## config.mk

```make
export PLATFORM = sky130hd
export DESIGN_NAME = ubx_nav_frame_parser_core
export DESIGN_NICKNAME = d
export VERILOG_FILES = /design/src/design/unfp_pkg.sv /design/src/design/unfp_csr.sv /design/src/design/unfp_parser.sv /design/src/design/ubx_nav_frame_parser_core.sv
export SDC_FILE = /design/constraint.sdc
export NUM_CORES = 1
export LEC_CHECK = 0
export ABC_CLOCK_PERIOD_IN_PS = 3880
export BUFFER_PORTS_ARGS = -buffer_cell sky130_fd_sc_hd__clkbuf_2
export CAP_MARGIN = 5
export CORE_ASPECT_RATIO = 0.8
export CORE_MARGIN = 2
export CORE_UTILIZATION = 55
export CTS_BUF_LIST = sky130_fd_sc_hd__clkbuf_16
export DETAILED_ROUTE_END_ITERATION = 8
export PLACE_DENSITY = 0.78
export SETUP_SLACK_MARGIN = 0.5
export SLEW_MARGIN = 20
export SYNTH_ARGS = -nofsm -noshare
export SYNTH_HDL_FRONTEND = slang
export SYNTH_SLANG_ARGS = --single-unit
```

## constraint.sdc

```tcl
create_clock -name clock -period 3.88 [get_ports clock]
set_input_delay 0.776 -clock clock [delete_from_list [all_inputs] [get_ports clock]]
set_output_delay 0.776 -clock clock [all_outputs]
set_load 0.1 [all_outputs]
```

## src/design/unfp_pkg.sv

```systemverilog
// ----------------------------------------------------------------------------
// unfp_pkg
// shared types and constants for the ubx nav frame parser
// ----------------------------------------------------------------------------
package unfp_pkg;

   // sync pair that opens every frame
   localparam logic [7:0] SYNC_FIRST  = 8'hB5;
   localparam logic [7:0] SYNC_SECOND = 8'h62;

   // default upper bound on payload length
   localparam int unsigned MAX_PAYLOAD_DEFAULT = 128;

   // filter reset values: nav class, pvt id
   localparam logic [7:0] CLASS_FILTER_RESET = 8'h01;
   localparam logic [7:0] ID_FILTER_RESET    = 8'h07;

   // csr register indexes
   localparam int unsigned CSR_INDEX_WIDTH = 1;
   localparam logic [CSR_INDEX_WIDTH-1:0] CSR_CLASS_FILTER = 1'd0;
   localparam logic [CSR_INDEX_WIDTH-1:0] CSR_ID_FILTER    = 1'd1;

   typedef enum logic [1:0] {
      STATUS_NONE     = 2'd0,
      STATUS_GOOD     = 2'd1,
      STATUS_CK_FAIL  = 2'd2,
      STATUS_TOO_LONG = 2'd3
   } frame_status_type;

   // filter settings from the csr block to the parser
   typedef struct packed {
      logic [7:0] class_filter;
      logic [7:0] id_filter;
   } filter_type;

   // one response item
   typedef struct packed {
      logic [7:0]       frame_length;
      frame_status_type frame_status;
      logic [6:0]       payload_index;
      logic             payload_valid;
      logic [7:0]       payload_byte;
   } result_type;

endpackage

```

## src/design/unfp_csr.sv

```systemverilog
// ----------------------------------------------------------------------------
// unfp_csr
// class and id filter registers, written through the csr channel
// ----------------------------------------------------------------------------
module unfp_csr
   import unfp_pkg::*;
(
   input  logic                       clock,
   input  logic                       reset,
   input  logic                       csr_valid,
   output logic                       csr_ready,
   input  logic [CSR_INDEX_WIDTH-1:0] csr_index,
   input  logic [7:0]                 csr_data,
   output filter_type                 filter
);

   filter_type filter_ff;
   filter_type filter_in;

   assign csr_ready = 1'b1;
   assign filter    = filter_ff;

   always_comb begin
      filter_in = filter_ff;
      if (csr_valid) begin
         unique case (csr_index)
            CSR_CLASS_FILTER: filter_in.class_filter = csr_data;
            CSR_ID_FILTER:    filter_in.id_filter    = csr_data;
            default: ;
         endcase
      end
   end

   always_ff @(posedge clock) begin
      if (reset) begin
         filter_ff.class_filter <= CLASS_FILTER_RESET;
         filter_ff.id_filter    <= ID_FILTER_RESET;
      end else begin
         filter_ff <= filter_in;
      end
   end

endmodule

```

## src/design/unfp_parser.sv

```systemverilog
// ----------------------------------------------------------------------------
// unfp_parser
// frame state machine, fletcher-8 sums and the response register
// ----------------------------------------------------------------------------
module unfp_parser
   import unfp_pkg::*;
#(
   parameter int unsigned MaxPayload = MAX_PAYLOAD_DEFAULT
) (
   input  logic       clock,
   input  logic       reset,
   input  filter_type filter,
   input  logic       in_valid,
   output logic       in_ready,
   input  logic [7:0] rx_byte,
   output logic       out_valid,
   input  logic       out_ready,
   output result_type out_result
);

   localparam logic [8:0] MAX_LEN = 9'(MaxPayload);

   typedef enum logic [3:0] {
      PH_SYNC1   = 4'd0,
      PH_SYNC2   = 4'd1,
      PH_CLASS   = 4'd2,
      PH_ID      = 4'd3,
      PH_LEN_LO  = 4'd4,
      PH_LEN_HI  = 4'd5,
      PH_PAYLOAD = 4'd6,
      PH_CK_A    = 4'd7,
      PH_CK_B    = 4'd8
   } phase_type;

   phase_type  phase_ff,  phase_in;
   logic [7:0] sum_a_ff,  sum_a_in;
   logic [7:0] sum_b_ff,  sum_b_in;
   logic [7:0] len_ff,    len_in;
   logic [7:0] count_ff,  count_in;
   logic       valid_ff;
   result_type result_ff, result_in;

   logic       accept;
   logic [7:0] acc_a;
   logic [7:0] acc_b;
   logic [7:0] count_next;
   logic       too_long;

   // output register frees up as the consumer takes it
   assign in_ready   = !valid_ff || out_ready;
   assign accept     = in_valid && in_ready;
   assign out_valid  = valid_ff;
   assign out_result = result_ff;

   assign acc_a      = sum_a_ff + rx_byte;
   assign acc_b      = sum_b_ff + acc_a;
   assign count_next = count_ff + 8'd1;
   assign too_long   = (rx_byte != 8'd0) || ({1'b0, len_ff} > MAX_LEN);

   always_comb begin
      phase_in  = phase_ff;
      sum_a_in  = sum_a_ff;
      sum_b_in  = sum_b_ff;
      len_in    = len_ff;
      count_in  = count_ff;
      result_in = '0;
      unique case (phase_ff)
         PH_SYNC1: begin
            if (rx_byte == SYNC_FIRST) phase_in = PH_SYNC2;
         end
         PH_SYNC2: begin
            phase_in = (rx_byte == SYNC_SECOND) ? PH_CLASS : PH_SYNC1;
         end
         PH_CLASS: begin
            if (rx_byte != filter.class_filter) begin
               phase_in = PH_SYNC1;
            end else begin
               sum_a_in = rx_byte;
               sum_b_in = rx_byte;
               phase_in = PH_ID;
            end
         end
         PH_ID: begin
            if (rx_byte != filter.id_filter) begin
               phase_in = PH_SYNC1;
            end else begin
               sum_a_in = acc_a;
               sum_b_in = acc_b;
               phase_in = PH_LEN_LO;
            end
         end
         PH_LEN_LO: begin
            len_in   = rx_byte;
            sum_a_in = acc_a;
            sum_b_in = acc_b;
            phase_in = PH_LEN_HI;
         end
         PH_LEN_HI: begin
            sum_a_in = acc_a;
            sum_b_in = acc_b;
            count_in = 8'd0;
            if (too_long) begin
               // length saturates to 255 when the high byte is set
               result_in.frame_status = STATUS_TOO_LONG;
               result_in.frame_length = (rx_byte != 8'd0) ? 8'hFF : len_ff;
               phase_in               = PH_SYNC1;
            end else if (len_ff != 8'd0) begin
               phase_in = PH_PAYLOAD;
            end else begin
               phase_in = PH_CK_A;
            end
         end
         PH_PAYLOAD: begin
            result_in.payload_byte  = rx_byte;
            result_in.payload_valid = 1'b1;
            result_in.payload_index = count_ff[6:0];
            sum_a_in = acc_a;
            sum_b_in = acc_b;
            count_in = count_next;
            if (count_next >= len_ff) phase_in = PH_CK_A;
         end
         PH_CK_A: begin
            if (rx_byte == sum_a_ff) begin
               phase_in = PH_CK_B;
            end else begin
               result_in.frame_status = STATUS_CK_FAIL;
               result_in.frame_length = len_ff;
               phase_in               = PH_SYNC1;
            end
         end
         PH_CK_B: begin
            result_in.frame_status = (rx_byte == sum_b_ff) ? STATUS_GOOD : STATUS_CK_FAIL;
            result_in.frame_length = len_ff;
            phase_in               = PH_SYNC1;
         end
         default: begin
            phase_in = PH_SYNC1;
         end
      endcase
   end

   always_ff @(posedge clock) begin
      if (reset) begin
         phase_ff <= PH_SYNC1;
         sum_a_ff <= 8'd0;
         sum_b_ff <= 8'd0;
         len_ff   <= 8'd0;
         count_ff <= 8'd0;
         valid_ff <= 1'b0;
      end else if (accept) begin
         phase_ff  <= phase_in;
         sum_a_ff  <= sum_a_in;
         sum_b_ff  <= sum_b_in;
         len_ff    <= len_in;
         count_ff  <= count_in;
         result_ff <= result_in;
         valid_ff  <= 1'b1;
      end else if (out_ready) begin
         valid_ff <= 1'b0;
      end
   end

   // payload bytes never carry a frame status
   assert property (@(posedge clock) disable iff (reset)
      valid_ff && result_ff.payload_valid |-> result_ff.frame_status == STATUS_NONE)
      else $error("payload byte reported with a frame status");

   // inside the payload the count stays below the declared length
   assert property (@(posedge clock) disable iff (reset)
      phase_ff == PH_PAYLOAD |-> count_ff < len_ff)
      else $error("payload count reached the frame length");

   // every accepted byte leaves a response in the register
   assert property (@(posedge clock) disable iff (reset)
      accept |=> valid_ff)
      else $error("accepted byte produced no response");

   // back pressure only while a response is held
   assert property (@(posedge clock) disable iff (reset)
      !in_ready |-> valid_ff && !out_ready)
      else $error("request stalled with the response register free");

endmodule

```

## src/design/ubx_nav_frame_parser_core.sv

```systemverilog
// ----------------------------------------------------------------------------
// ubx_nav_frame_parser_core
// ubx frame parser with class/id filter and fletcher-8 check
// ----------------------------------------------------------------------------
//
//  channel  direction  item                       handshake
//  -------  ---------  -------------------------  ----------------------
//  req      in         one received byte          req_tvalid/req_tready
//  rsp      out        payload byte and status    rsp_tvalid/rsp_tready
//  csr      in         filter register write      csr_valid/csr_ready
//
//  one request per cycle while req_tready is high; its response sits in the
//  output register from the cycle after acceptance, set by the single parser state update
//  req_tready drops only while a response is held and rsp_tready is low
//  csr writes are always taken in the cycle they are offered
//  synchronous reset returns to the hunt for the first sync byte and
//  loads the nav/pvt filter defaults
//
module ubx_nav_frame_parser_core
   import unfp_pkg::*;
#(
   parameter int unsigned MaxPayload = MAX_PAYLOAD_DEFAULT
) (
   input  logic                       clock,
   input  logic                       reset,

   // request channel
   input  logic                       req_tvalid,
   output logic                       req_tready,
   input  logic [7:0]                 req_tdata,   // [7:0] rx_byte

   // response channel
   output logic                       rsp_tvalid,
   input  logic                       rsp_tready,
   output logic [31:0]                rsp_tdata,   // [7:0] payload_byte,
                                                   // [14:8] payload_index,
                                                   // [16:15] frame_status,
                                                   // [24:17] frame_length,
                                                   // [31:25] zero
   output logic                       rsp_tuser,   // [0] payload_valid

   // configuration channel
   input  logic                       csr_valid,
   output logic                       csr_ready,
   input  logic [CSR_INDEX_WIDTH-1:0] csr_index,
   input  logic [7:0]                 csr_data
);

   filter_type filter;
   result_type result;

   // filter registers
   unfp_csr u_csr (
      .clock     (clock),
      .reset     (reset),
      .csr_valid (csr_valid),
      .csr_ready (csr_ready),
      .csr_index (csr_index),
      .csr_data  (csr_data),
      .filter    (filter)
   );

   // frame state machine and response register
   unfp_parser #(
      .MaxPayload (MaxPayload)
   ) u_parser (
      .clock      (clock),
      .reset      (reset),
      .filter     (filter),
      .in_valid   (req_tvalid),
      .in_ready   (req_tready),
      .rx_byte    (req_tdata),
      .out_valid  (rsp_tvalid),
      .out_ready  (rsp_tready),
      .out_result (result)
   );

   // pack the response fields, lowest field first
   assign rsp_tdata = {7'd0,
                       result.frame_length,
                       result.frame_status,
                       result.payload_index,
                       result.payload_byte};
   assign rsp_tuser = result.payload_valid;

endmodule
```

### Word level (Yosys, flattened, before mapping)

Index checks and enable logic that the tools add are counted.

* logic and storage cells: 79
* register bits: 79

* order comparisons: 2
* reductions and logical operators: 18
* add/sub/neg operators: 3
* equality and inequality tests: 18
* bitwise gates (word level): 2
* mux-type cells: 23

Operators with widths (count)
* one-hot mux 8 bit (3 select lines): 2
* two-way mux 8 bit: 4
* one-hot mux 4 bit (8 select lines): 1
* one-hot mux 10 bit (3 select lines): 1
* two-way mux 10 bit: 2
* adder 8 bit: 2
* == test 4 x 3 -> 1 bit, second input constant: 4
* == test 8 bit: 2
* != test 8 bit: 2
* one-hot mux 8 bit (2 select lines): 1
* nonzero test 8 bit: 2
* two-way mux 4 bit: 3
* AND reduction 2 bit: 5
* two-way mux 9 bit: 1
* adder 8 x 1 -> 8 bit, second input constant: 1
* == test 4 x 2 -> 1 bit, second input constant: 2
* == test 8 x 7 -> 1 bit, second input constant: 1
* == test 8 bit, second input constant: 1
* greater-or-equal comparator 8 bit: 1
* > comparator 8 bit, second input constant: 1
* two-way mux 2 bit: 3
* two-way mux 3 bit: 2
* == test 4 x 1 -> 1 bit, second input constant: 1
* == test 4 bit, second input constant: 1
* other kinds (13): 20

### Longest topological paths before layout

* depth in word-level cells: 4
* depth in mapped cells: 13

### Cells and area by module

From an unflattened synthesis, not the netlist that was laid out.

* cell total of the unflattened synthesis: 515
* area total of the unflattened synthesis: 4780.8 um^2

By module, submodules not included
* unfp_parser: instances 1, cells each 441, area an instance 4040.1 um^2, seq. area each 1521.5 um^2
* unfp_csr: instances 1, cells each 66, area an instance 684.4 um^2, seq. area each 320.3 um^2
* ubx_nav_frame_parser_core: instances 1, cells each 8, area an instance 56.3 um^2, seq. area each 0.0 um^2

### Least setup slack after synthesis

OpenSTA, ideal clock, no wires.

* path kind: input-to-reg
* from: in rsp_tready
* to: reg u_parser.result_ff (netlist bit u_parser.out_result[0]) (enable)
* cell stages on the path: 4
* slack: 0.045 ns
* arrival time: 3.426 ns
* data required time: 3.471 ns
* buffers on the path: 1
* library setup time: 0.409 ns
* path through: nand2b_1 -> clkbuf_1 -> nand2_1 -> nor2_1

* longest elaborated chain between the ends: 3

Ends and longest elaborated chain
* from (decl): line ubx_nav_frame_parser_core.sv:34 `input logic rsp_tready,`
* logical OR 1 bit: line unfp_parser.sv:50 `assign in_ready = !valid_ff || out_ready;`
* named net req_tready: line ubx_nav_frame_parser_core.sv:29 `output logic req_tready,`
* logical AND 1 bit: line unfp_parser.sv:51 `assign accept = in_valid && in_ready;`
* AND reduction 2 bit (no line)
* to (signal assigned): line unfp_parser.sv:156 `result_ff <= result_in;`
* to (decl): line unfp_parser.sv:41 `result_type result_ff, result_in;`

The timed path passes the listed nets, and every way through them passes these cells.
A chain may end at the register's enable or synchronous reset.

### Final worst setup path

* from: in req_tdata[0]
* to: reg u_parser.sum_b_ff[7]

* longest elaborated chain between the ends: 4

Ends and longest elaborated chain
* from (decl): line ubx_nav_frame_parser_core.sv:30 `input logic [7:0] req_tdata,`
* adder 8 bit: line unfp_parser.sv:55 `assign acc_a = sum_a_ff + rx_byte;`
* adder 8 bit: line unfp_parser.sv:56 `assign acc_b = sum_b_ff + acc_a;`
* two-way mux 8 bit: line unfp_parser.sv:84 `if (rx_byte != filter.id_filter) begin`
* one-hot mux 8 bit (3 select lines): line unfp_parser.sv:67 `unique case (phase_ff)`
* to (signal assigned): line unfp_parser.sv:153 `sum_b_ff <= sum_b_in;`
* to (decl): line unfp_parser.sv:37 `logic [7:0] sum_b_ff, sum_b_in;`

Several ways; a longest one is shown, not always the timed one. The select of a mux whose other input is x is not followed.

==> results.yml <==
timing:
  period_needed_ns: 3.372
  hold_slack_ns: 0.4661
  tightestPinTransition_ns: 0.7922
  fin_skew_ns: 0.006051
  setup_slack_ns: 0.5084
  fin_crit_sh_pct: 86.90
  finalSetupViolCount: 0
  fmax_mhz: 296.6
  tns_ns: 0
  slew_violations: 0
  slew_headroom_pct: 46.78
  hold_violations: 0
  rsz0062_at_grt: "true"
critical_path:
  end_kind: "flip-flop"
  r2r_cells: 13
  critPathRequiredTime_ns: 4.13
  crit_start: "req_tdata[0]"
  worstPathArrival_ns: 3.62
  path_max_fanout: 3
  r2r_slack_ns: 0.70
  r2r-start: "u_parser.sum_a_ff[0]$_SDFFE_PP0P_"
  critPathLaunchType: "input pin"
  rr_endpoint: "u_parser.sum_b_ff[7]$_SDFFE_PP0P_"
  path_class: "input pin to flip-flop"
synthesis:
  yosysTopAreaCell: "dfxtp_1"
  synth_edf_count: 26
  synth-seq-area-share_pct: 39.93
  synth_ff_type: "dfxtp_1"
  yosysWarnings: 0
  yosysTopAreaCellShare_pct: 23.01
  ys_types: 60
  syn_area_per_cell_um2: 9.114
  async_flop_share_pct: 0
  synth.top_cells.by_area: "dfxtp_1 23%, edfxtp_1 17%, ha_1 6.5%"
  synth_area_um2: 4612
  ys_ff_latch: 79
  syn_inst: 506
drt:
  drt_iter0_drc: 333
  wire_per_inst_um: 16.42
  dr.pass1.iters: 5
  ant_nets: 0
  route.vias.total: 3885
  drc: 0
  routed_wl_mm: 10.89
  viasPerCell: 5.860
global_routing:
  grt_max_degree: 55
  gr-total-overflow: 0
  grt_antenna_before_repair: 0
  grt_pass1_wl_mm: 17.93
  grt_pass1_vias: 3637
  grt_usage_pct: 25.01
clock_network:
  clockBufferDepth: 2
  cts_tree: "built"
  cts_sinks: 79
  clk_pin_slew_ns: 0.06
  cts_hold_buf: 0
  cts-root-buf: "clkbuf_16"
  ctsHtreeMaxLevel: 3
  insertion_delay_ns: 0.33
  numCtsBuffers: 9
floorplanning:
  rows: 29
  coreArea_um2: 8019
  die_w_um: 106.4
  io_pins: 58
  start_util_pct: 57.51
  die_y_um: 85.91
  dieArea_um2: 9139
min_path:
  min_to: "u_csr.filter[11]$_SDFFE_PP0P_"
  hp-class: "flip-flop to flip-flop"
  hp-start: "u_csr.filter[11]$_SDFFE_PP0P_"
  min_path_cells: 2
placed_design:
  dpl-instance-area_um2: 4900
  place_hpwl_mm: 7.759
  gp_congestion: 0.9334
  port_buffers: 49
  place_ws_ns: 0.1310
  place_inst: 643
power_and_ir_drop:
  swShare_pct: 35.92
  internal-power_uw: 1831
  pwr-share-clk_pct: 30.8
  pwr-share-seq_pct: 35.8
  p_per_area_nw_per_um2: 538.1
  power_frac_comb_pct: 33.3
  power.switching_uw: 1026
  power.leakage_uw: 0.002206
  ir_drop_mv: 0.3043
finish:
  antenna_cells: 0
  syn_to_final_growth_pct: 15.17
  nNetsFinal: 598
  final_cells: 663
  drive_above_1_share_pct: 17.84
  nFillCells: 638
  final_cell_area_um2: 5311
  layout_common_cells: "60 x nand2_1, 53 x dfxtp_1, 48 x clkbuf_2"
  regArea_um2: 1842
  multi_input_area_um2: 2631
  final_common_cell: "nand2_1"
outcome:
  outcome: "finished clean"
flow_run:
  max_cap_viol_count: 0
[worst max path at each step]
stage | end | slack, ns
final | u_parser.sum_b_ff[7]$_SDFFE_PP0P_ | 0.51
after global routing | u_parser.sum_b_ff[7]$_SDFFE_PP0P_ | 0.39
after floorplan | u_parser.sum_b_ff[7]$_SDFFE_PP0P_ | 0.53
after detailed placement | u_parser.sum_b_ff[7]$_SDFFE_PP0P_ | 0.13
after CTS | u_parser.sum_b_ff[7]$_SDFFE_PP0P_ | 0.54
after global placement | u_parser.sum_b_ff[7]$_SDFFE_PP0P_ | 0.29
[Yosys cell counts, types with 8 or more instances]
cell type	n
nand2_1	60
dfxtp_1	53
nor2_1	47
a21oi_1	36
edfxtp_1	26
ha_1	24
xor2_1	21
xnor2_1	18
and2_1	17
clkbuf_1	17
a21o_1	13
mux2i_1	11
nor3_1	11
o21ai_0	11
inv_1	10
a311oi_1	9
a211oi_1	8
buf_4	8
nand3_1	8
[logic make-up after synthesis]
family | share of synthesized area [%]
and+or+nand+nor | 20.43
AOI/OAI and AO/OA | 17.47
buffers and inverters | 4.829
adders and majority gates | 7.379
DFF | 39.93
muxes | 2.388
other | 0.1628
xor gates and xnor gates | 7.406
[state kept, by name (all words and copies together), names as in the netlist]
| name | count |
|---|---|
| u_parser.sum_b_ff | 8 |
| u_parser.sum_a_ff | 8 |
| u_parser.len_ff | 8 |
| u_parser.count_ff | 8 |
| u_csr.filter | 16 |
| u_parser.out_result | 26 |
| u_parser.phase_ff | 4 |
| u_parser.out_valid | 1 |
[metal layers]
metal	wire, um	global-route usage [%]
met1	5043	35.38
met2	4725	38.34
met3	869	5.167
met4	251	8.493
met5	0	0
[worst max-delay path, stage by stage]
cell	delay (ns)
buf_8	0.10
ha_4	0.16
fa_2	0.41
a211oi_2	0.26
o21bai_1	0.11
a21oi_2	0.19
xnor2_2	0.10
ha_1	0.35
a21oi_2	0.17
o211ai_1	0.17
a211o_1	0.35
a21oi_2	0.15
nor3_2	0.06
a311oi_2	0.26
[per-stage QoR]
step	total power, uW	util (%)
floorplan	1757	-
global placement	1889	61.10
detailed placement	1919	61.10
CTS	2800	65.06
global route	3011	66.24
finish	2858	66.24
[power by group through the flow]
| stage | logic, uW | registers, uW | clock network [uW] |
|---|---|---|---|
| global route | 1050 | 1030 | 932 |
| floorplan | 678 | 1080 | 0 |
| CTS | 893 | 1020 | 891 |
| global placement | 859 | 1030 | 0 |
| detailed placement | 887 | 1030 | 0 |
| finish | 953 | 1020 | 882 |
[cell type report]
cell class	instances	area share, %
repair buffers	62	6.643
flip-flops and latches	79	34.68
inverters	10	0.7067
multi-input cells	388	49.54
clock buffers	9	4.240
clock inverters	7	1.649
well taps	108	2.544
[what timing repair did]
action                     in CTS  in global routing
gates cloned                    0                  0
gates resized for setup         2                 14
pin swaps                       0                 13
setup buffers                   0                  4
setup endpoints to repair       1                  1
No activity file was read; power rests on OpenSTA's default activity.
